## config.mk

```make
export PLATFORM = sky130hd
export DESIGN_NAME = dhp_bin_index
export DESIGN_NICKNAME = d
export VERILOG_FILES = /design/src/hw/rtl/dhp_pkg.sv /design/src/hw/rtl/dhp_bin_index.sv
export SDC_FILE = /design/constraint.sdc
export NUM_CORES = 1
export LEC_CHECK = 0
export ABC_AREA = 1
export ABC_CLOCK_PERIOD_IN_PS = 3400
export BUFFER_PORTS_ARGS = -buffer_cell sky130_fd_sc_hd__clkbuf_2
export CORE_MARGIN = 1
export CORE_UTILIZATION = 45
export CTS_CLUSTER_SIZE = 12
export DETAILED_ROUTE_END_ITERATION = 8
export PLACE_DENSITY = 0.77
export RECOVER_POWER = 50
export SLEW_MARGIN = 20
export SYNTH_ARGS = -nofsm -noshare
export SYNTH_HDL_FRONTEND = slang
export SYNTH_SLANG_ARGS = --single-unit
```

## constraint.sdc

```tcl
create_clock -name clk -period 3.4 [get_ports clk]
set_input_delay 0.34 -clock clk [delete_from_list [all_inputs] [get_ports clk]]
set_output_delay 0.34 -clock clk [all_outputs]
set_load 0.05 [all_outputs]
```

## src/hw/rtl/dhp_pkg.sv

```systemverilog
// Shared constants, opcodes and controller state type of the duration histogram.
`default_nettype none

package dhp_pkg;

    // Default histogram geometry.
    localparam int DefLinearStep  = 16;
    localparam int DefLinearLimit = 1024;
    localparam int DefLinearBins  = 64;
    localparam int DefTotalBins   = 96;

    // Fixed field widths of the transactions.
    localparam int OpW     = 2;
    localparam int SampleW = 32;
    localparam int FracW   = 17;
    localparam int CountW  = 32;
    localparam int SumW    = 48;
    localparam int InDataW = 56;
    localparam int OutW    = 176;

    // Operation carried in tuser.
    typedef enum logic [OpW-1:0] {
        OP_RECORD = 2'd0,
        OP_QUERY  = 2'd1,
        OP_CLEAR  = 2'd2,
        OP_NOP    = 2'd3
    } dhp_op_t;

    // Controller states.
    typedef enum logic [3:0] {
        ST_IDLE,
        ST_CLEAR,
        ST_BIN,
        ST_ADDR,
        ST_UPDATE,
        ST_QMUL,
        ST_SCAN,
        ST_BOUND,
        ST_DONE
    } dhp_state_t;

endpackage

`default_nettype wire

```

## src/hw/rtl/dhp_bin_index.sv

```systemverilog
// Two-step bin index unit: a registered reciprocal multiply and leading-one
// detect, followed by the quotient correction and the bin selection.
`default_nettype none

module dhp_bin_index
    import dhp_pkg::*;
#(
    parameter int LINEAR_STEP  = DefLinearStep,
    parameter int LINEAR_LIMIT = DefLinearLimit,
    parameter int LINEAR_BINS  = DefLinearBins,
    parameter int TOTAL_BINS   = DefTotalBins
) (
    input  wire logic                          clk,
    input  wire logic [SampleW-1:0]            sample,
    output logic      [$clog2(TOTAL_BINS)-1:0] bin
);

    localparam int BinW  = $clog2(TOTAL_BINS);
    localparam int LinW  = $clog2(LINEAR_LIMIT);
    localparam int Base  = $clog2(LINEAR_LIMIT + 1) - 1;
    localparam int KW    = 10;
    localparam int LinMax = (LINEAR_BINS < TOTAL_BINS) ? LINEAR_BINS - 1 : TOTAL_BINS - 1;
    localparam logic [32:0] Recip = 33'((64'd1 << 32) / LINEAR_STEP);

    logic [LinW+32:0] prod;
    logic [4:0]       lead;
    logic [4:0]       lead_m1;
    logic [KW-1:0]    klog;
    logic [KW-1:0]    klog_clamped;

    logic             lin_reg;
    logic [LinW-1:0]  vlow_reg;
    logic [LinW-1:0]  q_reg;
    logic [BinW-1:0]  klog_reg;

    logic [LinW+8:0]  qs;
    logic [LinW+8:0]  rem;
    logic [LinW:0]    qfix;
    logic [BinW-1:0]  klin;

    // Leading one position of the sample.
    always_comb
    begin
        lead = '0;
        for (int i = 0; i < SampleW; i++)
        begin
            if (sample[i])
            begin
                lead = 5'(i);
            end
        end
    end

    // Logarithmic bin: two bins per power of two, split at one and a half.
    always_comb
    begin
        lead_m1      = lead - 5'd1;
        klog         = KW'(LINEAR_BINS) + (KW'(lead - 5'(Base)) << 1) + KW'(sample[lead_m1]);
        klog_clamped = (klog > KW'(TOTAL_BINS - 1)) ? KW'(TOTAL_BINS - 1) : klog;
    end

    // Quotient estimate by reciprocal multiplication, at most one too low.
    assign prod = (LinW + 33)'(sample[LinW-1:0]) * (LinW + 33)'(Recip);

    always_ff @(posedge clk)
    begin
        lin_reg  <= (sample < SampleW'(LINEAR_LIMIT));
        vlow_reg <= sample[LinW-1:0];
        q_reg    <= prod[LinW+31:32];
        klog_reg <= klog_clamped[BinW-1:0];
    end

    // Correct the quotient and pick the bin.
    always_comb
    begin
        qs   = (LinW + 9)'(q_reg) * (LinW + 9)'(LINEAR_STEP);
        rem  = (LinW + 9)'(vlow_reg) - qs;
        qfix = (LinW + 1)'(q_reg) + (LinW + 1)'(rem >= (LinW + 9)'(LINEAR_STEP));
        if (qfix > (LinW + 1)'(LinMax))
        begin
            klin = BinW'(LinMax);
        end
        else
        begin
            klin = BinW'(qfix);
        end
        bin = lin_reg ? klin : klog_reg;
    end

endmodule

`default_nettype wire

```

==> summary.md, run 1 <==
| Metric | Value |
|---|---|
| Status | finished, final reports clean |
| Antenna violations before repair | 0 |
| Min-delay src | sample[6] |
| Leak pwr | between 0.8 and 0.9 nW |
| Final critical-path required period | ~3 ns |
| Post-synth cell types | 21 |
| Max-cap violations | 0 |
| Worst Hold End | vlow_reg[6] |
| Root buffer cell | clkbuf_4 |
| Vias in the first global route | approximately 1300 |
| DRC Markers | 0 |
| Via/cell ratio | ~4.7 |
| CTS tree | yes |
| Largest net degree at the start of global routing | 18 |
| Die H | roughly 56 um |
| Yosys warns | 0 |
| Post-CTS setup buffers | 0 |
| CTS sink cnt | 14 |
| Slowest stage delay, CP | 0.23 ns |
| Mean Syn Cell Area | 5.571 um2 |
| Starting Density | a little under half |
| CP bufs+invs | 5 |
| Fillers | between 200 and 300 |
| Setup CP Type | input pin to register |
| Hold Crit Class | input pin to register |
| # IOs | 40 |
| Input/output buffers | 39 |
| Rows | 19 |
| Full die area | approximately 0.003 mm2 |
| PwrDens | between 200 and 300 mW/mm2 |
| Total GRT Usage | slightly above 20% |
| DR pass1 iterations | 4 |
| Syn_nets | 268 |
| CP startpoint kind | input pin |
| Max frequency | between 300 and 400 MHz |
| Final WL | between 2000 and 3000 um |
| Share of layout cells above drive strength 1 | 18.61% |
| Routability congestion estimate | approximately 0.83 |
| Hold Vio Cnt, Final | 0 |
| H-tree depth | 1 |
| CTS Buf Count | 3 |
| Hold path depth | 1 |
| Fin crit share | 88.20% |
| Largest register FFs | 7 |
| Slew Limit Fails | 0 |
| DR vias | approximately 1400 |
| Design area | around 0.0015 mm2 |
| Reg clk slew, reported paths | about 0.070 ns |
| Seq/Total Area, Yosys | between 20% and 30% |
| Worst endpoint required time | around 3.5 ns |
| Critical path data arrival time | 3.14 ns |
| Die Wd | 55.59 um |
| # diodes | 0 |
| Synth-to-Final Area Change | 19.85% |
| Critical-path top delay cell | ha_1 |
| DRT iter0 DRCs | 31 |
| Crit path max fanout | 15 |
| CP Capture Type | register |
| Yosys reg bits | 14 |
| Storage cell area | 280.3 um2 |
| First-pass GRT wire length | around 5000 um |
| Dpl hpwl | between 2000 and 2500 um |
| Hold Buf Count CTS | 0 |
| Max_slew headroom | 61.06% |
| Final setup fails | 0 |
| Gr ovfl total | 0 |
| Routed WL per cell | around 9.4 um |
| Final setup TNS | 0 ns |
| Maximum vdd drop | 0.2623 mV |
| Post_cts resized | 0 |
| Antenna Nets Post-Route | 0 |
| RSZ-0062 raised after global routing | false |
| Placed Area | 0.001523 mm2 |
| Clock Path Buffers | 2 |
| Multi-input gate area | slightly above 800 um2 |
| Slew @ Worst Pin | slightly below 0.6 ns |
| Core Region | between 0.002 and 0.003 mm2 |
| Cell family with most CP delay | simple AND/OR/NAND/NOR gates |
| Most frequent CP cell | nand2_1 |
| Syn Std Cell Area | roughly 0.0013 mm2 |
| Worst setup path start | sample[2] |
| Nets@finish | 311 |
| Post-synthesis cell count | approximately 230 |
[cell type report]
type	count	share of cell area, %
Multi-Input combinational cell	169	52.50
Timing Repair Buffer	43	13.89
Clock buffer	4	2.342
Inverter	44	10.66
Sequential cell	14	18.09
Tap cell	31	2.504
[cell usage after synthesis (all sizes together)]
library cell | count | share of area (%)
nand2 | 81 | 25
nand3 | 46 | 18
inv | 43 | 12
nor2 | 21 | 6.1
dfxtp | 14 | 22
mux2 | 6 | 5.2
o21ai | 5 | 1.9
buf | 3 | 2.0
ha | 3 | 2.9
a21oi | 2 | 0.77
a31oi | 2 | 0.97
clkbuf | 2 | 0.58
clkinv | 1 | 0.29
o21bai | 1 | 0.58
xnor2 | 1 | 0.68
xor2 | 1 | 0.68
[through the flow]
stage / setup slack, ns / instances / total power, mW / utilization (%) / hold slack (ns)
floorplan: 0.3073 / 232 / 0.2605 / - / 0.3677
global placement: 0.1456 / 301 / 0.3007 / 55.70 / 0.4653
detailed placement: 0.1325 / 301 / 0.3017 / 55.70 / 0.4608
CTS: 0.4146 / 305 / 0.4161 / 57.03 / 0.1705
global route: 0.01288 / 305 / 0.4456 / 56.66 / 0.1626
finish: 0.4010 / 305 / 0.4106 / 56.66 / 0.1833
[power breakdown]
group	switching (mW)	internal (mW)	total [mW]
registers	0.000844	0.168	0.169
logic	0.0780	0.0507	0.129
clock network	0.0480	0.0651	0.113
total	0.127	0.284	0.411
[cells in the final DEF, fill, tap and decap left out]
cell type	netlist	layout
nand2_1	78	78
nand3_1	45	45
inv_1	41	41
clkbuf_2	0	31
nor2_1	21	21
dfxtp_1	14	14
clkbuf_1	2	8
mux2_2	6	6
o21ai_0	5	5
buf_4	2	4
ha_1	3	3
clkbuf_4	0	3
inv_2	2	2
nand2_4	2	2
a31oi_1	2	2
a21oi_1	2	2
nand2_2	1	1
clkinv_1	1	1
o21bai_1	1	1
xnor2_1	1	1
xor2_1	1	1
nand3_2	1	1
clkbuf_8	0	1
[per-layer routing]
layer | wire length (um) | global-route usage [%] | part of all wire [%]
met5 | 0 | 0 | 0
met4 | 17 | 7.500 | 0.59
met3 | 159 | 1.628 | 5.5
met2 | 1319 | 33.22 | 46
met1 | 1371 | 27.66 | 48
[worst max path at each step]
stage / endpoint / slack [ns] / cells past startpoint
4_1_cts: klog_reg[0] / 0.41 / 42
6_report: klog_reg[0] / 0.40 / 42
3_5_place_dp: klog_reg[0] / 0.13 / 42
3_3_place_gp: klog_reg[0] / 0.15 / 42
5_1_grt: klog_reg[0] / 0.01 / 42
2_1_floorplan: klog_reg[0] / 0.31 / 42
[kinds of logic (layout without fill, tap and decap cells)]
family	count (synthesis)	count (layout)	share of synthesized area [%]
AOI/OAI and AO/OA	10	10	4.259
xor gates and xnor gates	2	2	1.356
adders and majority gates	3	3	2.904
buffers and inverters	49	91	15.39
DFF	14	14	21.68
muxes	6	6	5.227
and+or+nand+nor	148	148	49.18
Power figures use the tool's default switching activity.
==> run 2: changes to the inputs <==
--- a/config.mk
+++ b/config.mk
@@ -8,7 +8,7 @@
 export ABC_AREA = 1
 export ABC_CLOCK_PERIOD_IN_PS = 3400
 export BUFFER_PORTS_ARGS = -buffer_cell sky130_fd_sc_hd__clkbuf_2
-export CORE_MARGIN = 1
+export CORE_MARGIN = 2
 export CORE_UTILIZATION = 45
 export CTS_CLUSTER_SIZE = 12
 export DETAILED_ROUTE_END_ITERATION = 8
==> summary.md, run 2 (synthesized netlist as in run 1, its figures left out) <==
| Metric | Value |
|---|---|
| Antenna Nets Post-Route | 0 |
| NetSw | 126.8 uW |
| Reg clk slew, reported paths | 0.07 ns |
| Slowest stage delay, CP | 0.22 ns |
| Setup CP Type | input pin to register |
| Core Region | between 0.002 and 0.003 mm2 |
| Routability congestion estimate | about 0.86 |
| Slew @ Worst Pin | 0.5716 ns |
| Rows | 19 |
| CTS sink cnt | 14 |
| Worst endpoint required time | ~3.5 ns |
| Routed WL per cell | slightly below 10 um |
| Input/output buffers | 39 |
| CP bufs+invs | 5 |
| Combinational share of power | between 30% and 40% |
| Vias in the first global route | about 1300 |
| CTS Buf Count | 3 |
| Inst Count DP | roughly 300 |
| Post-route insts no fill | between 300 and 400 |
| RSZ-0062 raised after global routing | false |
| Clock Path Buffers | 2 |
| Final WL | about 3000 um |
| CTS tree | yes |
| Nets@finish | 311 |
| Full die area | around 0.0033 mm2 |
| Critical-path top delay cell | ha_1 |
| # IOs | 40 |
| P_int | 283.6 uW |
| Final setup TNS | 0 ns |
| Die H | approximately 58 um |
| Largest register FFs | 7 |
| Max-cap violations | 0 |
| Final setup fails | 0 |
| Status | finished, final reports clean |
| Antenna violations before repair | 0 |
| Most frequent CP cell | nand2_1 |
| Hold Buf Count CTS | 0 |
| Critical path data arrival time | 3.08 ns |
| First-pass GRT wire length | approximately 5300 um |
| Total GRT Usage | 19.39% |
| Share of layout cells above drive strength 1 | about 18% |
| Via/cell ratio | just under 5 |
| # diodes | 0 |
| Most common cell after layout, fill and taps aside | nand2_1 |
| Hold path depth | 1 |
| Gr ovfl total | 0 |
| Starting Density | approximately 47% |
| Die Wd | between 50 and 60 um |
| Worst Hold End | vlow_reg[6] |
| PwrDens | around 270 mW/mm2 |
| Synth-to-Final Area Change | 19.75% |
| DR pass1 iterations | 4 |
| Min-delay src | sample[6] |
| Root buffer cell | clkbuf_4 |
| DRC Markers | 0 |
| Final critical-path required period | roughly 3 ns |
| Slew Limit Fails | 0 |
| Switching share of power | a little under a third |
| DRT iter0 DRCs | 47 |
| PnR worst setup slack | about 0.46 ns |
| Hold Worst Slack | 0.1833 ns |
| Hold Vio Cnt, Final | 0 |
| Crit path max fanout | 15 |
| Most frequent cells in the layout | nand2_1 (78), nand3_1 (45), inv_1 (41) |
| Max_slew headroom | slightly above 60% |
| Design area | approximately 0.0015 mm2 |
| Leak pwr | a little under 0.9 nW |
| Largest net degree at the start of global routing | 18 |
| Clock power frac | approximately 28% |
| DR vias | 1468 |
| Maximum vdd drop | ~0.3 mV |
| Post-CTS setup buffers | 0 |
| Cell family with most CP delay | simple AND/OR/NAND/NOR gates |
| Placed Area | between 0.0015 and 0.002 mm2 |
| Dpl hpwl | 2423 um |
| Sequential cell fraction of total power | 41.2% |
| CP Capture Type | register |
| DP Worst Slack | between 0.15 and 0.2 ns |
| Max frequency | around 340 MHz |
| Hold Crit Class | input pin to register |
| Fin crit share | between 80% and 90% |
| H-tree depth | 1 |
| CP startpoint kind | input pin |
| Post_cts resized | 0 |
run 2: metrics by stage:
stage	utilization [%]	power (mW)
floorplan	-	0.2605
global placement	55.70	0.3004
detailed placement	55.70	0.3011
CTS	57.03	0.4162
global route	56.61	0.4414
finish	56.61	0.4104
run 2: power by group through the flow:
stage	logic (mW)	registers [mW]	clock network (mW)
2_1_floorplan	0.0880	0.173	0
4_1_cts	0.129	0.169	0.118
6_report	0.128	0.169	0.113
3_5_place_dp	0.128	0.173	0
5_1_grt	0.147	0.170	0.125
3_3_place_gp	0.128	0.173	0
run 2: routing by layer:
layer	global-route usage, %	vias up	share of wire (%)
met2	32.14	50	45
met3	1.587	5	6.9
met1	27.07	611	47
met5	0	-	0
met4	4.983	0	0.98
li1	-	802	-
run 2: worst max path at each step:
stage	startpoint	cells after the start	slack (ns)	to
after global placement	sample[2]	41	0.25	klog_reg[0]
after floorplan	sample[2]	42	0.31	klog_reg[0]
after global routing	sample[2]	42	0.11	klog_reg[0]
after CTS	sample[2]	42	0.48	klog_reg[0]
after detailed placement	sample[2]	42	0.19	klog_reg[0]
final	sample[2]	42	0.46	klog_reg[0]
run 2: area by class of cell:
class / count / area (um2)
multi-input combinational: 169 / 813.3
inverter: 44 / 165.2
tap: 31 / 38.79
sequential: 14 / 280.3
clock buffer: 4 / 36.28
timing repair buffer: 43 / 214.0
fill: 302 / 1186
==> run 3: changes to the inputs <==
--- a/config.mk
+++ b/config.mk
@@ -8,7 +8,7 @@
 export ABC_AREA = 1
 export ABC_CLOCK_PERIOD_IN_PS = 3400
 export BUFFER_PORTS_ARGS = -buffer_cell sky130_fd_sc_hd__clkbuf_2
-export CORE_MARGIN = 2
+export CORE_MARGIN = 3
 export CORE_UTILIZATION = 45
 export CTS_CLUSTER_SIZE = 12
 export DETAILED_ROUTE_END_ITERATION = 8
==> summary.md, run 3 (synthesized netlist as in run 1, its figures left out) <==
| Metric | Value |
|---|---|
| Full die area | 0.003551 mm2 |
| Slew Limit Fails | 0 |
| Fin crit share | a little under nine tenths |
| Max frequency | around 340 MHz |
| # diodes | 0 |
| Worst setup path start | sample[2] |
| CP Capture Type | register |
| Final setup fails | 0 |
| CTS sink cnt | 14 |
| Hold Crit Class | input pin to register |
| Post-CTS setup buffers | 0 |
| DP Worst Slack | roughly 0.19 ns |
| Max_slew headroom | 60.37% |
| RSZ-0062 raised after global routing | false |
| Vias in the first global route | between 1000 and 1500 |
| Die Wd | about 60 um |
| Root buffer cell | clkbuf_4 |
| CP startpoint kind | input pin |
| Max-cap violations | 0 |
| Hold Vio Cnt, Final | 0 |
| Fillers | 270 |
| DR pass1 iterations | 4 |
| Most common cell after layout, fill and taps aside | nand2_1 |
| DRC Markers | 0 |
| Slowest stage delay, CP | around 0.22 ns |
| Critical-path top delay cell | ha_1 |
| Share of layout cells above drive strength 1 | between 10% and 20% |
| Dpl hpwl | about 2500 um |
| # IOs | 40 |
| Routed WL per cell | ~9.8 um |
| Hold Buf Count CTS | 0 |
| Status | finished, final reports clean |
| CTS tree | yes |
| Input/output buffers | 39 |
| Crit path max fanout | 15 |
| Core Region | 0.002613 mm2 |
| Antenna Nets Post-Route | 0 |
| Rows | 18 |
| PwrDens | 263.3 mW/mm2 |
| Largest net degree at the start of global routing | 18 |
| Storage cell area | ~280 um2 |
| Antenna violations before repair | 0 |
| Hold Worst Slack | 0.1861 ns |
| Maximum vdd drop | 0.2742 mV |
| Worst endpoint required time | approximately 3.6 ns |
| Final setup TNS | 0 ns |
| Largest register FFs | 7 |
| Most frequent cells in the layout | nand2_1 (78), nand3_1 (45), inv_1 (41) |
| First-pass GRT wire length | 5230 um |
| Via/cell ratio | 4.748 |
| Total GRT Usage | ~18% |
| CTS Buf Count | 3 |
| Crit path to | klog_reg[0] |
| Final WL | about 3000 um |
| DRT iter0 DRCs | slightly above 40 |
| Die H | roughly 60 um |
| Slew @ Worst Pin | ~0.60 ns |
| Post_cts resized | 0 |
| PnR worst setup slack | about 0.49 ns |
| Synth-to-Final Area Change | 20.23% |
| Starting Density | approximately half |
| Leak pwr | between 0.8 and 0.9 nW |
| DR vias | around 1400 |
| Setup CP Type | input pin to register |
| Reg clk slew, reported paths | about 0.080 ns |
| Multi-input gate area | 813.3 um2 |
| Gr ovfl total | 0 |
| H-tree depth | 1 |
| Nets@finish | roughly 310 |
| Routability congestion estimate | 0.8307 |
| Final critical-path required period | between 2 and 3 ns |
| Critical path data arrival time | just over 3 ns |
| Clock Path Buffers | 2 |
| Most frequent CP cell | nand2_1 |
[run 3: cell types whose count changed in the layout (fill, tap and decap cells not counted), sizes merged]
cell  delta
buf      +1
[run 3: critical path, delay by kind of cell]
kind | cells | cell delay, ns
xor+xnor | 1 | 0.22
fa+ha+maj | 1 | 0.22
compound gates | 2 | 0.23
buf+inv | 5 | 0.34
simple gates | 33 | 1.72
[run 3: routing by layer]
layer | vias up | global-route usage [%] | share of wire (%)
met2 | 38 | 31.98 | 47
met3 | 2 | 1.743 | 5.0
met4 | 0 | 3.797 | 0.57
met5 | - | 0 | 0
li1 | 807 | - | -
met1 | 601 | 24.51 | 48
[run 3: layout make-up]
class | count | area share (%)
Timing Repair Buffer | 44 | 14.25
Tap cell | 30 | 2.415
Inverter | 44 | 10.63
Clock buffer | 4 | 2.335
Sequential cell | 14 | 18.04
Multi-Input combinational cell | 169 | 52.33
[run 3: worst min path at each step]
stage / startpoint / endpoint / slack [ns] / depth (start not counted)
finish: sample[7] / vlow_reg[7] / 0.19 / 1
global route: sample[7] / vlow_reg[7] / 0.17 / 1
global placement: sample[7] / vlow_reg[7] / 0.46 / 1
CTS: sample[7] / vlow_reg[7] / 0.18 / 1
detailed placement: sample[7] / vlow_reg[7] / 0.46 / 1
floorplan: sample[9] / q_reg[5] / 0.37 / 0
[run 3: report_power, final]
part           switching [mW]  internal [mW]
logic                  0.0762         0.0506
clock network          0.0483         0.0650
registers             0.00107          0.168
total                   0.126          0.284
[run 3: stage by stage]
| step | util, % | std cells | power, mW | instance area, um2 |
|---|---|---|---|---|
| after floorplan | - | 232 | 0.2605 | 1292 |
| after global placement | 58.52 | 301 | 0.3004 | 1529 |
| after detailed placement | 58.52 | 301 | 0.3011 | 1529 |
| after CTS | 59.91 | 305 | 0.4142 | 1565 |
| after global routing | 59.48 | 305 | 0.4385 | 1554 |
| final | 59.48 | 305 | 0.4092 | 1554 |
